File: config.mk
export PLATFORM = sky130hd
export DESIGN_NAME = rpc_row_mem
export DESIGN_NICKNAME = d
export VERILOG_FILES = /design/src/rpc_pkg.sv /design/src/rpc_row_mem.sv
export SDC_FILE = /design/constraint.sdc
export NUM_CORES = 2
export LEC_CHECK = 0
export ABC_CLOCK_PERIOD_IN_PS = 6500
export BUFFER_PORTS_ARGS = -buffer_cell sky130_fd_sc_hd__buf_2
export CAP_MARGIN = 40
export CORE_ASPECT_RATIO = 0.6
export CORE_MARGIN = 10
export CORE_UTILIZATION = 59
export DETAILED_ROUTE_END_ITERATION = 10
export PLACE_DENSITY = 0.86
export REMOVE_ABC_BUFFERS = 1
export SYNTH_ARGS = -nofsm -noshare
export SYNTH_HDL_FRONTEND = slang
export SYNTH_SLANG_ARGS = --single-unit
File: constraint.sdc
create_clock -name i_clk -period 6.5 [get_ports i_clk]
set_input_delay 0.975 -clock i_clk [delete_from_list [all_inputs] [get_ports i_clk]]
set_output_delay 0.975 -clock i_clk [all_outputs]
set_load 0.05 [all_outputs]
File: src/rpc_pkg.sv
// rpc_pkg: shared types and constants for the restricted partition counter
// no dependencies; used by the interfaces, the sequencer, the row memory and the top level
`default_nettype none

package rpc_pkg;

    // fixed field widths
    localparam int unsigned TOTAL_W    = 7;
    localparam int unsigned COUNT_W    = 32;
    localparam int unsigned ROW_ADDR_W = 7;

    // sequencer states
    typedef enum logic [2:0] {
        ST_IDLE,
        ST_CLEAR,
        ST_RD,
        ST_ADD,
        ST_FETCH,
        ST_OUT
    } t_rpc_state;

    // row memory access from the sequencer
    typedef struct packed {
        logic                  we;
        logic [ROW_ADDR_W-1:0] waddr;
        logic [COUNT_W-1:0]    wdata;
        logic [ROW_ADDR_W-1:0] raddr_a;
        logic [ROW_ADDR_W-1:0] raddr_b;
    } t_mem_req;

    // sequencer status toward the top level
    typedef struct packed {
        logic idle;
        logic done;
    } t_rpc_status;

endpackage

`default_nettype wire

File: src/rpc_row_mem.sv
// rpc_row_mem: count row store, one write port and two registered read ports
// depends on rpc_pkg for the access struct
`default_nettype none

module rpc_row_mem #(
    parameter int unsigned ADDR_W = 7
) (
    input  wire logic                        i_clk,
    input  wire rpc_pkg::t_mem_req           i_req,
    output logic [rpc_pkg::COUNT_W-1:0]      o_rd_a,
    output logic [rpc_pkg::COUNT_W-1:0]      o_rd_b
);

    localparam int unsigned DEPTH = 1 << ADDR_W;

    logic [rpc_pkg::COUNT_W-1:0] r_row [DEPTH];
    logic [rpc_pkg::COUNT_W-1:0] r_rd_a;
    logic [rpc_pkg::COUNT_W-1:0] r_rd_b;

    // write port
    always_ff @(posedge i_clk) begin
        if (i_req.we) begin
            r_row[i_req.waddr[ADDR_W-1:0]] <= i_req.wdata;
        end
    end

    // two registered read ports
    always_ff @(posedge i_clk) begin
        r_rd_a <= r_row[i_req.raddr_a[ADDR_W-1:0]];
        r_rd_b <= r_row[i_req.raddr_b[ADDR_W-1:0]];
    end

    assign o_rd_a = r_rd_a;
    assign o_rd_b = r_rd_b;

endmodule

`default_nettype wire

# --- Word-level counts from Yosys, hierarchy flattened ---
# Memory sizes are Yosys's and may differ from the RTL's. A register that Yosys moved wholly into a read port is not among the register bits.
# Cells that the tools add are included.
totals:
  ff_bits: 0
  ramBits: 4096
  n_memories: 1
op_classes:
  mux: 2
mem_list:
  columns: ["name", "words", "word_bits", "rd", "rd_ports_with_merged_regs", "write_ports", "line_no", "source"]
  rows:
  - ["r_row", 128, 32, 2, 2, 1, "rpc_row_mem.sv:16", "logic [rpc_pkg::COUNT_W-1:0] r_row [DEPTH];"]
op_table:
  columns: ["cell", "n"]
  rows:
  - ["two-way mux 1 bit", 2]

# --- Longest topological paths before layout ---
depth:
  ltp_word: 2
  depth_mapped: 8
  mapped_depth_nobuf: 4

# --- Worst setup path before layout ---
# OpenSTA, ideal clock, no wires.
synth_timing:
  path_type: "input to register"
  from: "in i_req[53] (netlist bit)"
  to: "mem r_row[98][0] (netlist bit), enable pin"
  setup_time_ps: 461
  arrival_ps: 3753
  t_required_ps: 6039
  setup_slack_ps: 2286
  stages: 3
  cell_sequence: "clkbuf_1 > nand4_1 > nor3_1"
synth_via:
  elab_chain_len: 2
synth_lines:
  columns: ["item", "line_no", "source"]
  rows:
  - ["from (decl)", "rpc_row_mem.sv:9", "input wire rpc_pkg::t_mem_req i_req,"]
  - ["two-way mux 1 bit", "rpc_row_mem.sv:22", "if (i_req.we) begin"]
  - ["two-way mux 1 bit (not written as such)", "rpc_row_mem.sv:23", "r_row[i_req.waddr[ADDR_W-1:0]] <= i_req.wdata;"]
  - ["to (decl)", "rpc_row_mem.sv:16", null]
# No other way between the ends.

==> impl_metrics.toml <==
[run_status]
status = "finished, final reports clean"

[placed_design]
dp_hpwl_um = 370500
dp.cells = 11850
io_buffers = 118
gp_congestion = 0.8580
dp_slack_ns = 1.864

[routing]
vias = 113700
drtIter0Drc = 26880
wl_per_cell_um = 55.24
drt_pass1_iterations = 9
wl_um = 693700
avgViaCountPerCell = 9.056
ant_nets = 0
remaining_drc_errors = 0

[worst_setup_path]
cp_cell_sequence = "buf_12 -> buf_12 -> buf_12 -> mux4_2 -> mux4_2 -> mux4_2 -> mux2_2"
cpPeakStageDelay_ns = 0.63
cp_max_fo = 64
cp.depth = 7
worstPathArrival_ns = 4.64
cp_top_family = "multiplexers"
cp_num_buf_inv = 3
critPathCaptureType = "flip-flop"
worst_r2r_endpoint = "o_rd_b[3]"
critPathCapture = "o_rd_b[4]"
startpoint_type = "input port"
worstPathRequired_ns = 7.33
worst-setup-path-type = "in -> reg"
critPathLaunch = "i_req[0]"
reg2reg_setup_slack_ns = 3.66
rr_startpoint = "r_row[119][3]"
r2r_cells = 4
crit_path_top_delay_cell = "mux4_2"

[timing]
slew_viol_final = 0
tightestPinTransition_ns = 1.187
max_freq_mhz = 262.3
setup_viol = 0
rsz0062_at_grt = "no"
period_needed_ns = 3.813
hold_viol = 0
slew_headroom_pct = 20.84
period_share_pct = 58.65
clock_skew_ns = 0.07069
finalSetupTns_ns = 0
fin_ws_ns = 2.687
fin_hold_ws_ns = 0.2410

[clocking]
clkLatencyLatePin_ns = 0.98
cts_buffers = 358
clk_pin_slew_ns = 0.07
cts_buffer_depth = 4
cts_tree = "built"
cts.repair.resized = 0
root_buffer = "clkbuf_16"
holdBufCountCts = 0
cts_setup_buffers = 0
numClockSinks = 4160
cts_max_level = 5

[logic_synthesis]
synth_area_um2 = 188800
netlist_instances = 7701
synth_seq_area_share_pct = 65.84
yosysUniqueCellTypes = 17
synth.avg_cell_area_um2 = 24.51
ys_seq_elements = 4160
ys_warn_count = 0

[grt]
grt_first_pass_wirelength_um = 934900
grt_pass1_vias = 111000
track_usage_pct = 39.54
grt-ovfl-total = 0
antenna_found_initial = 74
grt_max_degree = 123

[cells_and_area]
layout_common_cells = "edfxtp_1, mux4_2, clkbuf_16, buf_4, buf_12"
nNetsFinal = 8058
drive_gt1_share_pct = 47.73
mostFrequentLayoutCell = "edfxtp_1"
fin_cells = 12560
area_growth_pct = 11.77

[floorplanning]
core-area_um2 = 317700
die_area_um2 = 343700
io_pins = 119
start_util_pct = 59.42
die_width_um = 750.2
fp-row-count = 160
die_h_um = 458.1

[min_path]
holdCritPathClass = "in -> reg"

[pwr]
p_leak_nw = 64.19
powerDensity_nw_per_um2 = 274.3
p_total_mw = 57.88
max-vdd-ir-drop_mv = 0.3181

[flow_run]
maxCapViolations = 0
==> stage by stage <==
stage	instance area [µm²]	util [%]
final	211000	66.41
after global placement	196500	61.85
after floorplan	186200	-
after CTS	210700	66.31
after global routing	210900	66.37
after detailed placement	198900	62.61
==> flip-flops by register name, indices dropped and copies added, names as in the netlist <==
name,count
r_row,4096
o_rd_a,32
o_rd_b,32
==> power breakdown <==
group	leakage, nW	internal, mW	switching [mW]
combinational	21.1	2.16	3.08
clock	5.72	12.3	10.5
sequential	37.4	29.6	0.228
total	64.2	44.0	13.8
==> cells in the mapped netlist <==
cell type / count / area share, %
nand4_1: 3 / 0.0099
buf_1: 132 / 0.26
buf_4: 17 / 0.068
nand2_1: 14 / 0.028
buf_2: 103 / 0.27
or3_1: 1 / 0.0033
clkbuf_1: 365 / 0.73
nand3_1: 12 / 0.032
buf_6: 2 / 0.012
nor2b_1: 7 / 0.023
nor2_1: 122 / 0.24
nor3_1: 9 / 0.024
mux4_2: 2688 / 32
edfxtp_1: 4096 / 65
mux2_2: 64 / 0.38
nand2b_1: 2 / 0.0066
dfxtp_1: 64 / 0.68
==> how the worst min path moves through the flow <==
| stage | startpoint | endpoint | cells past startpoint |
|---|---|---|---|
| after CTS | i_req[41] | r_row[8][27] | 1 |
| after global routing | i_req[41] | r_row[8][27] | 1 |
| after detailed placement | r_row[6][3] | o_rd_a[3] | 4 |
| final | i_req[41] | r_row[8][27] | 1 |
| after floorplan | i_req[14] | r_row[0][0] | 0 |
| after global placement | r_row[108][4] | o_rd_a[4] | 4 |
==> per-layer routing <==
metal | global-route usage, % | wire (µm) | vias to the layer above
met5 | 0.2061 | 887 | -
met4 | 25.31 | 62270 | 84
met3 | 21.07 | 139300 | 4012
met2 | 56.00 | 298700 | 16070
met1 | 47.61 | 192500 | 57620
li1 | - | - | 35950
==> cell families (layout without fill, tap and decap cells) <==
| family | count (synthesis) | count (layout) | synth area share (%) |
|---|---|---|---|
| AND/OR/NAND/NOR | 170 | 170 | 0.3692 |
| flip-flops | 4160 | 4160 | 65.84 |
| buffers and inverters | 619 | 1206 | 1.341 |
| other | 0 | 58 | 0 |
| multiplexers | 2752 | 2752 | 32.45 |
==> cell type report <==
cell class | instances | area (µm²)
sequential | 4160 | 124300
antenna | 58 | 145.1
tap | 4212 | 5270
clock buffer | 466 | 9724
timing repair buffer | 561 | 6628
clock inverter | 179 | 2049
multi-input combinational | 2922 | 62890
fill | 17650 | 106700
(Power assumes the default switching activity.)
