$ cat config.mk
export PLATFORM = sky130hd
export DESIGN_NAME = rpc_ctrl
export DESIGN_NICKNAME = d
export VERILOG_FILES = /design/src/rpc_pkg.sv /design/src/rpc_ctrl.sv
export SDC_FILE = /design/constraint.sdc
export NUM_CORES = 1
export LEC_CHECK = 0
export ABC_AREA = 0
export BUFFER_PORTS_ARGS = -buffer_cell sky130_fd_sc_hd__buf_2
export CAP_MARGIN = 25
export CORE_MARGIN = 4
export CORE_UTILIZATION = 53
export CTS_BUF_LIST = sky130_fd_sc_hd__clkbuf_4 sky130_fd_sc_hd__clkbuf_8
export CTS_CLUSTER_DIAMETER = 30
export DETAILED_ROUTE_END_ITERATION = 10
export PLACE_DENSITY = 0.85
export RECOVER_POWER = 50
export SYNTH_ARGS = -nofsm -noshare
export SYNTH_HDL_FRONTEND = slang
export SYNTH_SLANG_ARGS = --single-unit
$ cat constraint.sdc
create_clock -name i_clk -period 3.6 [get_ports i_clk]
set_clock_uncertainty 0.05 [all_clocks]
set_input_delay 0.72 -clock i_clk [delete_from_list [all_inputs] [get_ports i_clk]]
set_output_delay 0.72 -clock i_clk [all_outputs]
set_load 0.005 [all_outputs]
$ cat src/rpc_pkg.sv
// rpc_pkg: shared types and constants for the restricted partition counter
// no dependencies; used by the interfaces, the sequencer, the row memory and the top level
`default_nettype none

package rpc_pkg;

    // fixed field widths
    localparam int unsigned TOTAL_W    = 7;
    localparam int unsigned COUNT_W    = 32;
    localparam int unsigned ROW_ADDR_W = 7;

    // sequencer states
    typedef enum logic [2:0] {
        ST_IDLE,
        ST_CLEAR,
        ST_RD,
        ST_ADD,
        ST_FETCH,
        ST_OUT
    } t_rpc_state;

    // row memory access from the sequencer
    typedef struct packed {
        logic                  we;
        logic [ROW_ADDR_W-1:0] waddr;
        logic [COUNT_W-1:0]    wdata;
        logic [ROW_ADDR_W-1:0] raddr_a;
        logic [ROW_ADDR_W-1:0] raddr_b;
    } t_mem_req;

    // sequencer status toward the top level
    typedef struct packed {
        logic idle;
        logic done;
    } t_rpc_status;

endpackage

`default_nettype wire

$ cat src/rpc_ctrl.sv
// rpc_ctrl: sequencer and shared 32-bit adder that fill the count row
// depends on rpc_pkg; drives rpc_row_mem
`default_nettype none

module rpc_ctrl #(
    parameter int unsigned MAX_TOTAL = 127,
    parameter int unsigned ADDR_W    = 7
) (
    input  wire logic                          i_clk,
    input  wire logic                          i_rst_n,
    input  wire logic                          i_start,
    input  wire logic [rpc_pkg::TOTAL_W-1:0]   i_total,
    input  wire logic [rpc_pkg::TOTAL_W-1:0]   i_largest_part,
    input  wire logic                          i_out_free,
    input  wire logic [rpc_pkg::COUNT_W-1:0]   i_rd_a,
    input  wire logic [rpc_pkg::COUNT_W-1:0]   i_rd_b,
    output rpc_pkg::t_mem_req                  o_mem,
    output rpc_pkg::t_rpc_status               o_status
);

    localparam logic [rpc_pkg::TOTAL_W-1:0] TOTAL_CAP = rpc_pkg::TOTAL_W'(MAX_TOTAL);

    rpc_pkg::t_rpc_state r_state, n_state;
    logic [ADDR_W-1:0] r_total, n_total;
    logic [ADDR_W-1:0] r_largest, n_largest;
    logic [ADDR_W-1:0] r_part, n_part;
    logic [ADDR_W-1:0] r_idx, n_idx;

    logic [rpc_pkg::TOTAL_W-1:0] w_total_sat;
    logic [rpc_pkg::TOTAL_W-1:0] w_largest_sat;
    logic [rpc_pkg::COUNT_W-1:0] w_sum;

    // clamp the query to the row depth and the part size to the total
    always_comb begin
        w_total_sat   = (i_total > TOTAL_CAP) ? TOTAL_CAP : i_total;
        w_largest_sat = (i_largest_part > w_total_sat) ? w_total_sat : i_largest_part;
    end

    // shared adder
    assign w_sum = i_rd_a + i_rd_b;

    // state and counters
    always_ff @(posedge i_clk) begin
        if (!i_rst_n) begin
            r_state   <= rpc_pkg::ST_IDLE;
            r_total   <= '0;
            r_largest <= '0;
            r_part    <= '0;
            r_idx     <= '0;
        end else begin
            r_state   <= n_state;
            r_total   <= n_total;
            r_largest <= n_largest;
            r_part    <= n_part;
            r_idx     <= n_idx;
        end
    end

    // next state and memory access
    always_comb begin
        n_state         = r_state;
        n_total         = r_total;
        n_largest       = r_largest;
        n_part          = r_part;
        n_idx           = r_idx;
        o_mem.we        = 1'b0;
        o_mem.waddr     = rpc_pkg::ROW_ADDR_W'(r_idx);
        o_mem.wdata     = '0;
        o_mem.raddr_a   = rpc_pkg::ROW_ADDR_W'(r_idx);
        o_mem.raddr_b   = rpc_pkg::ROW_ADDR_W'(ADDR_W'(r_idx - r_part));
        o_status.idle   = 1'b0;
        o_status.done   = 1'b0;
        unique case (r_state)
            rpc_pkg::ST_IDLE: begin
                o_status.idle = 1'b1;
                if (i_start) begin
                    n_total   = ADDR_W'(w_total_sat);
                    n_largest = ADDR_W'(w_largest_sat);
                    n_idx     = '0;
                    n_state   = rpc_pkg::ST_CLEAR;
                end
            end
            // clear entries 0..total, entry 0 holds the empty sum
            rpc_pkg::ST_CLEAR: begin
                o_mem.we    = 1'b1;
                o_mem.wdata = (r_idx == '0) ? rpc_pkg::COUNT_W'(1) : '0;
                if (r_idx == r_total) begin
                    if (r_largest == '0) begin
                        n_state = rpc_pkg::ST_FETCH;
                    end else begin
                        n_part  = ADDR_W'(1);
                        n_idx   = ADDR_W'(1);
                        n_state = rpc_pkg::ST_RD;
                    end
                end else begin
                    n_idx = r_idx + ADDR_W'(1);
                end
            end
            // read entries j and j - part
            rpc_pkg::ST_RD: begin
                n_state = rpc_pkg::ST_ADD;
            end
            // write back the sum and step j, then the part size
            rpc_pkg::ST_ADD: begin
                o_mem.we    = 1'b1;
                o_mem.wdata = w_sum;
                if (r_idx == r_total) begin
                    if (r_part == r_largest) begin
                        n_state = rpc_pkg::ST_FETCH;
                    end else begin
                        n_part  = r_part + ADDR_W'(1);
                        n_idx   = r_part + ADDR_W'(1);
                        n_state = rpc_pkg::ST_RD;
                    end
                end else begin
                    n_idx   = r_idx + ADDR_W'(1);
                    n_state = rpc_pkg::ST_RD;
                end
            end
            // read the answer at index total
            rpc_pkg::ST_FETCH: begin
                o_mem.raddr_a = rpc_pkg::ROW_ADDR_W'(r_total);
                n_state       = rpc_pkg::ST_OUT;
            end
            // hand the answer over once the output register is free
            rpc_pkg::ST_OUT: begin
                o_mem.raddr_a = rpc_pkg::ROW_ADDR_W'(r_total);
                if (i_out_free) begin
                    o_status.done = 1'b1;
                    n_state       = rpc_pkg::ST_IDLE;
                end
            end
            default: begin
                n_state = rpc_pkg::ST_IDLE;
            end
        endcase
    end

    // checks on the sequencer
    a_add_index: assert property (@(posedge i_clk) disable iff (!i_rst_n)
        (r_state == rpc_pkg::ST_ADD) |-> (r_part != '0) && (r_idx >= r_part))
        else $error("add step with index below part size");

    a_rd_then_add: assert property (@(posedge i_clk) disable iff (!i_rst_n)
        (r_state == rpc_pkg::ST_RD) |=> (r_state == rpc_pkg::ST_ADD))
        else $error("read step not followed by add step");

    a_write_range: assert property (@(posedge i_clk) disable iff (!i_rst_n)
        o_mem.we |-> (o_mem.waddr <= rpc_pkg::ROW_ADDR_W'(r_total)))
        else $error("row write beyond the query total");

    a_done_idle: assert property (@(posedge i_clk) disable iff (!i_rst_n)
        o_status.done |=> (r_state == rpc_pkg::ST_IDLE))
        else $error("sequencer not idle after result");

    a_part_bound: assert property (@(posedge i_clk) disable iff (!i_rst_n)
        (r_state == rpc_pkg::ST_RD) |-> (r_part <= r_largest) && (r_largest <= r_total))
        else $error("part size outside its bound");

endmodule

`default_nettype wire

* Word level (Yosys, flattened, before mapping)
Index checks and enable logic that the tools add are counted.
** Storage, ports and cells
- Word-level logic and storage cells :: 62
- Register bits :: 31
- Output and inout bits :: 56
- Input bits :: 82
** Operators by class
- Equal/unequal tests :: 15
- Magnitude comparators :: 2
- Add/subtract/negate cells :: 4
- Mux-type cells :: 25
- Reduce and logical (&&, ||, !) cells :: 11
** Operator list (number)
- 7-bit 2-to-1 mux :: 10
- 32-bit case mux with 2 select lines :: 1
- 32-bit adder :: 1
- 7-bit case mux with 3 select lines :: 1
- 3-bit 2-to-1 mux :: 6
- 3-bit case mux with 6 select lines :: 1
- 7-bit by 1-bit adder with 7-bit output (second input constant) :: 2
- 7-bit == test :: 2
- 7-bit logical NOT :: 2
- 7-bit case mux with 2 select lines :: 1
- 2-bit != test (second input constant) :: 6
- 7-bit > comparator :: 1
- 7-bit > comparator (second input constant) :: 1
- 7-bit subtractor :: 1
- 3-bit by 2-bit == test with 1-bit output (second input constant) :: 2
- 3-bit == test (second input constant) :: 2
- 3-bit != test (second input constant) :: 2
- 1-bit 2-to-1 mux :: 5
- 5-bit AND reduction :: 1
- 4-bit AND reduction :: 1
- 2-bit OR reduction :: 2
- 3-bit by 1-bit == test with 1-bit output (second input constant) :: 1
- 3-bit logical NOT :: 1
- 3-bit AND reduction :: 1
- 3 further kinds :: 3

* Longest topological paths before layout
- Depth in word-level cells :: 4
- Gate-level depth with buffers :: 10
- Depth with buffers taken out :: 9

* Worst setup path before layout
OpenSTA, ideal clock, no wires.
- Kind :: input port to output port
- Start point :: input i_rd_a[0] in the netlist's numbering
- End point :: output o_mem[44] in the netlist's numbering
- Stages :: 9
- Setup slack :: 295 ps
- Required time :: 2830 ps
- Data arrival time :: 2535 ps
- Buffers on the path :: 0
- Cell sequence :: ha_1 fa_1 a21oi_1 o211ai_1 nand3_1 o211ai_2 o2111ai_1 a21oi_1 nor3b_1
** RTL lines
- start: declaration :: RTL line rpc_ctrl.sv:15 : input wire logic [rpc_pkg::COUNT_W-1:0] i_rd_a,
- end: declaration :: RTL line rpc_ctrl.sv:17 : output rpc_pkg::t_mem_req o_mem,

==> summary.txt <==
Synth
  • Post-synth net total: 690
  • Cell Area, Synth: 4040 um^2
  • Ys async rst share: 0%
  • Library cells used by synthesis: 61
  • Largest cells by area after synthesis: dfxtp_1 (15%), ha_1 (15%), a21oi_1 (6.6%), xor2_1 (6.1%), nor2_1 (4.8%)
  • Top cells by count, synth: a21oi_1 (53), nor2_1 (52), nand2_1 (48)
  • Synth area leader: dfxtp_1
  • Top-count cell post-synth: a21oi_1
  • Cells after Synth: 559
  • Post-synth EDFFs: 0
  • Post-synth top flop: dfxtp_1
  • Yosys warnings: 0
  • Post-synthesis sequential area ratio: 15.4%
  • Post-Synthesis Mean Instance Area: 7.23 um^2
  • Yosys reg bits: 31
  • Yosys top cell area share: 15.4%

Place
  • Placed Area: 4870 um^2
  • Port bufs: 137
  • Gpl congestion: 0.936
  • Post-place setup slack: -0.495 ps
  • Post-detail-place hpwl: 9800 um

Pwr
  • VDD IR max: 261 uV
  • Sw Ratio: 44.6%
  • Comb pwr share: 58.9%
  • Cell Int Power: 0.982 mW
  • Power density cells: 352 nW/um^2
  • Clock share of power: 15.0%
  • Net Switching: 0.792 mW
  • LEAKAGE: 2.43 nW
  • Seq pwr share: 26.1%

Timing
  • Setup violators final: 0
  • Max Freq: 286 MHz
  • Worst-Margin Slew: 927 ps
  • Period utilization: 97.2%
  • Total negative setup slack: 0 ps
  • Final hold vios: 0
  • Setup ws final: 102 ps
  • Max_slew headroom: 38.2%
  • Period minus WS final: 3500 ps
  • Slew Viols, Final: 0

Worst setup path
  • Crit path max fanout: 7
  • Slowest stage delay, CP: 380 ps
  • Crit path from: i_rd_a[10]
  • Worst Path Buf+Inv: 3
  • CP arrival: 2730 ps
  • Setup crit end kind: primary output
  • Delay-heaviest family, CP: compound AO/OA/AOI/OAI gates
  • CP Cell Sequence: buf_2, ha_1, a21oi_1, o211ai_1, nand3_1, a31oi_1, buf_4, o2111ai_1, nand3_1, nor3b_2, buf_2
  • Crit-path slowest cell: ha_1
  • Crit Path Category: input port to primary output
  • RR Startpoint: r_idx[6]$_SDFFE_PN0P_
  • CP Launch Type: input port
  • Worst Path Required: 2830 ps

Outcome
  • Run status: finished clean

CTS
  • Number of hold buffers added after cts: 0
  • Total number of H-tree levels: 2
  • CTS tree: built
  • Num CTS Buffers: 5
  • Sink Count: 31
  • Reg clk slew, reported paths: 60 ps
  • Root Driver: clkbuf_8
  • CTS Buffer Depth: 2
  • Insertion delay of the later-clocked pin in the worst-skew pair: 290 ps

Die
  • Core Region: 7330 um^2
  • Die Ht: 95.3 um
  • Core Rows: 31
  • Initial Utilization: 55.1%
  • Die width: 95.3 um
  • Top Ports: 138
  • Die Area: 9080 um^2

Final layout
  • Share of cells above drive strength 1: 26.9%
  • Fill cells: 668
  • Fin util: 68.8%
  • Layout area overhead: 24.8%
  • Inserted Diodes: 0
  • Final layout net count: 829
  • Final instance area: 5040 um^2

Global route
  • First-pass GRT wire length: 18900 um
  • Largest net degree at the start of global routing: 29
  • Tot GR Track Use: 25.4%
  • Aggregate global routing overflow: 0
  • Initial antenna violation count: 0
  • Vias in the first global route: 4294

Job
  • Max cap viols: 0

Min path
  • Worst hold path class: flip-flop to flip-flop
  • Hold wc startpoint: r_total[6]$_SDFFE_PN0P_

Routing
  • Drt drc: 0
  • Routed WL: 12400 um
  • DRT iter0 DRCs: 200
  • WL/cell: 15.5 um
  • Pre-antenna DRT Iters: 4
  • Via count: 4678
  • Post-route ant nets: 0
  • Vias/cell: 5.86
## repair_timing
item,in CTS,in global routing
pin swaps,0,7
setup endpoints to repair,1,14
cloned,0,0
gates resized for setup,1,22
setup buffers,0,1
## metrics by stage
stage	hold slack (ps)	std cells	total power, mW
finish	432	798	1.77
global route	462	798	1.92
CTS	434	797	1.78
detailed placement	426	789	1.51
global placement	421	789	1.48
floorplan	407	559	1.18
## registers in the layout, summed over array words and instances, names as in the netlist
signal	flops
r_part	7
r_idx	7
r_total	7
r_state	3
r_largest	7
## placed cells by master, fill, tap and decap left out, drive strengths merged, types with 7 or more instances in the layout
cell type    n
a21o        16
nand3       30
a21oi       53
or3          7
inv         32
o21ai       39
nand2       48
xor2        28
a31oi       15
nor3        11
xnor2       21
nand2b       7
buf        148
clkbuf      11
nor2        52
ha          47
and2         7
dfxtp       31
## power groups by stage
stage	logic, mW	clock network, mW	registers, mW
after floorplan	0.745	0	0.435
after global placement	1.01	0	0.466
after detailed placement	1.04	0	0.469
after CTS	1.05	0.272	0.461
after global routing	1.16	0.289	0.470
final	1.05	0.265	0.463
## metal layers
metal / vias to the layer above / GRT usage (%) / part of all wire (%)
met5: - / 0 / 0
met1: 2148 / 33.2 / 43
met3: 31 / 3.71 / 7.3
met2: 193 / 43.0 / 48
met4: 0 / 7.45 / 2.4
li1: 2306 / - / -
## worst min-delay path, stage by stage, from the launching register on
cell     delay (ps)
dfxtp_1         330
nand2_1          60
a21oi_1          50
## worst paths after layout
check	slack, ps	to	cells past startpoint
min reg2reg	430	r_total[6]$_SDFFE_PN0P_	2
max reg2reg	280	r_part[4]$_SDFFE_PN0P_	7
max	100	o_mem[43]	11
min	430	r_total[6]$_SDFFE_PN0P_	2
## area by class of cell
class,instances,area [um^2],share of cell area [%]
Multi-Input combinational cell,474,3290,65.3
Timing Repair Buffer,154,802,15.9
Sequential cell,31,621,12.3
Tap cell,99,124,2.46
Inverter,32,120,2.38
Clock buffer,5,68.8,1.36
Clock inverter,3,15.0,0.298
## kinds of logic after synthesis
| group | synth area share (%) |
|---|---|
| AND/OR/NAND/NOR | 24.1 |
| AO/OA/AOI/OAI | 27.2 |
| buffers and inverters | 5.33 |
| XOR/XNOR | 10.6 |
| adder cells (fa/ha/maj) | 15.5 |
| flip-flops | 15.4 |
| multiplexers | 1.89 |
No activity file was read; power rests on OpenSTA's default activity.
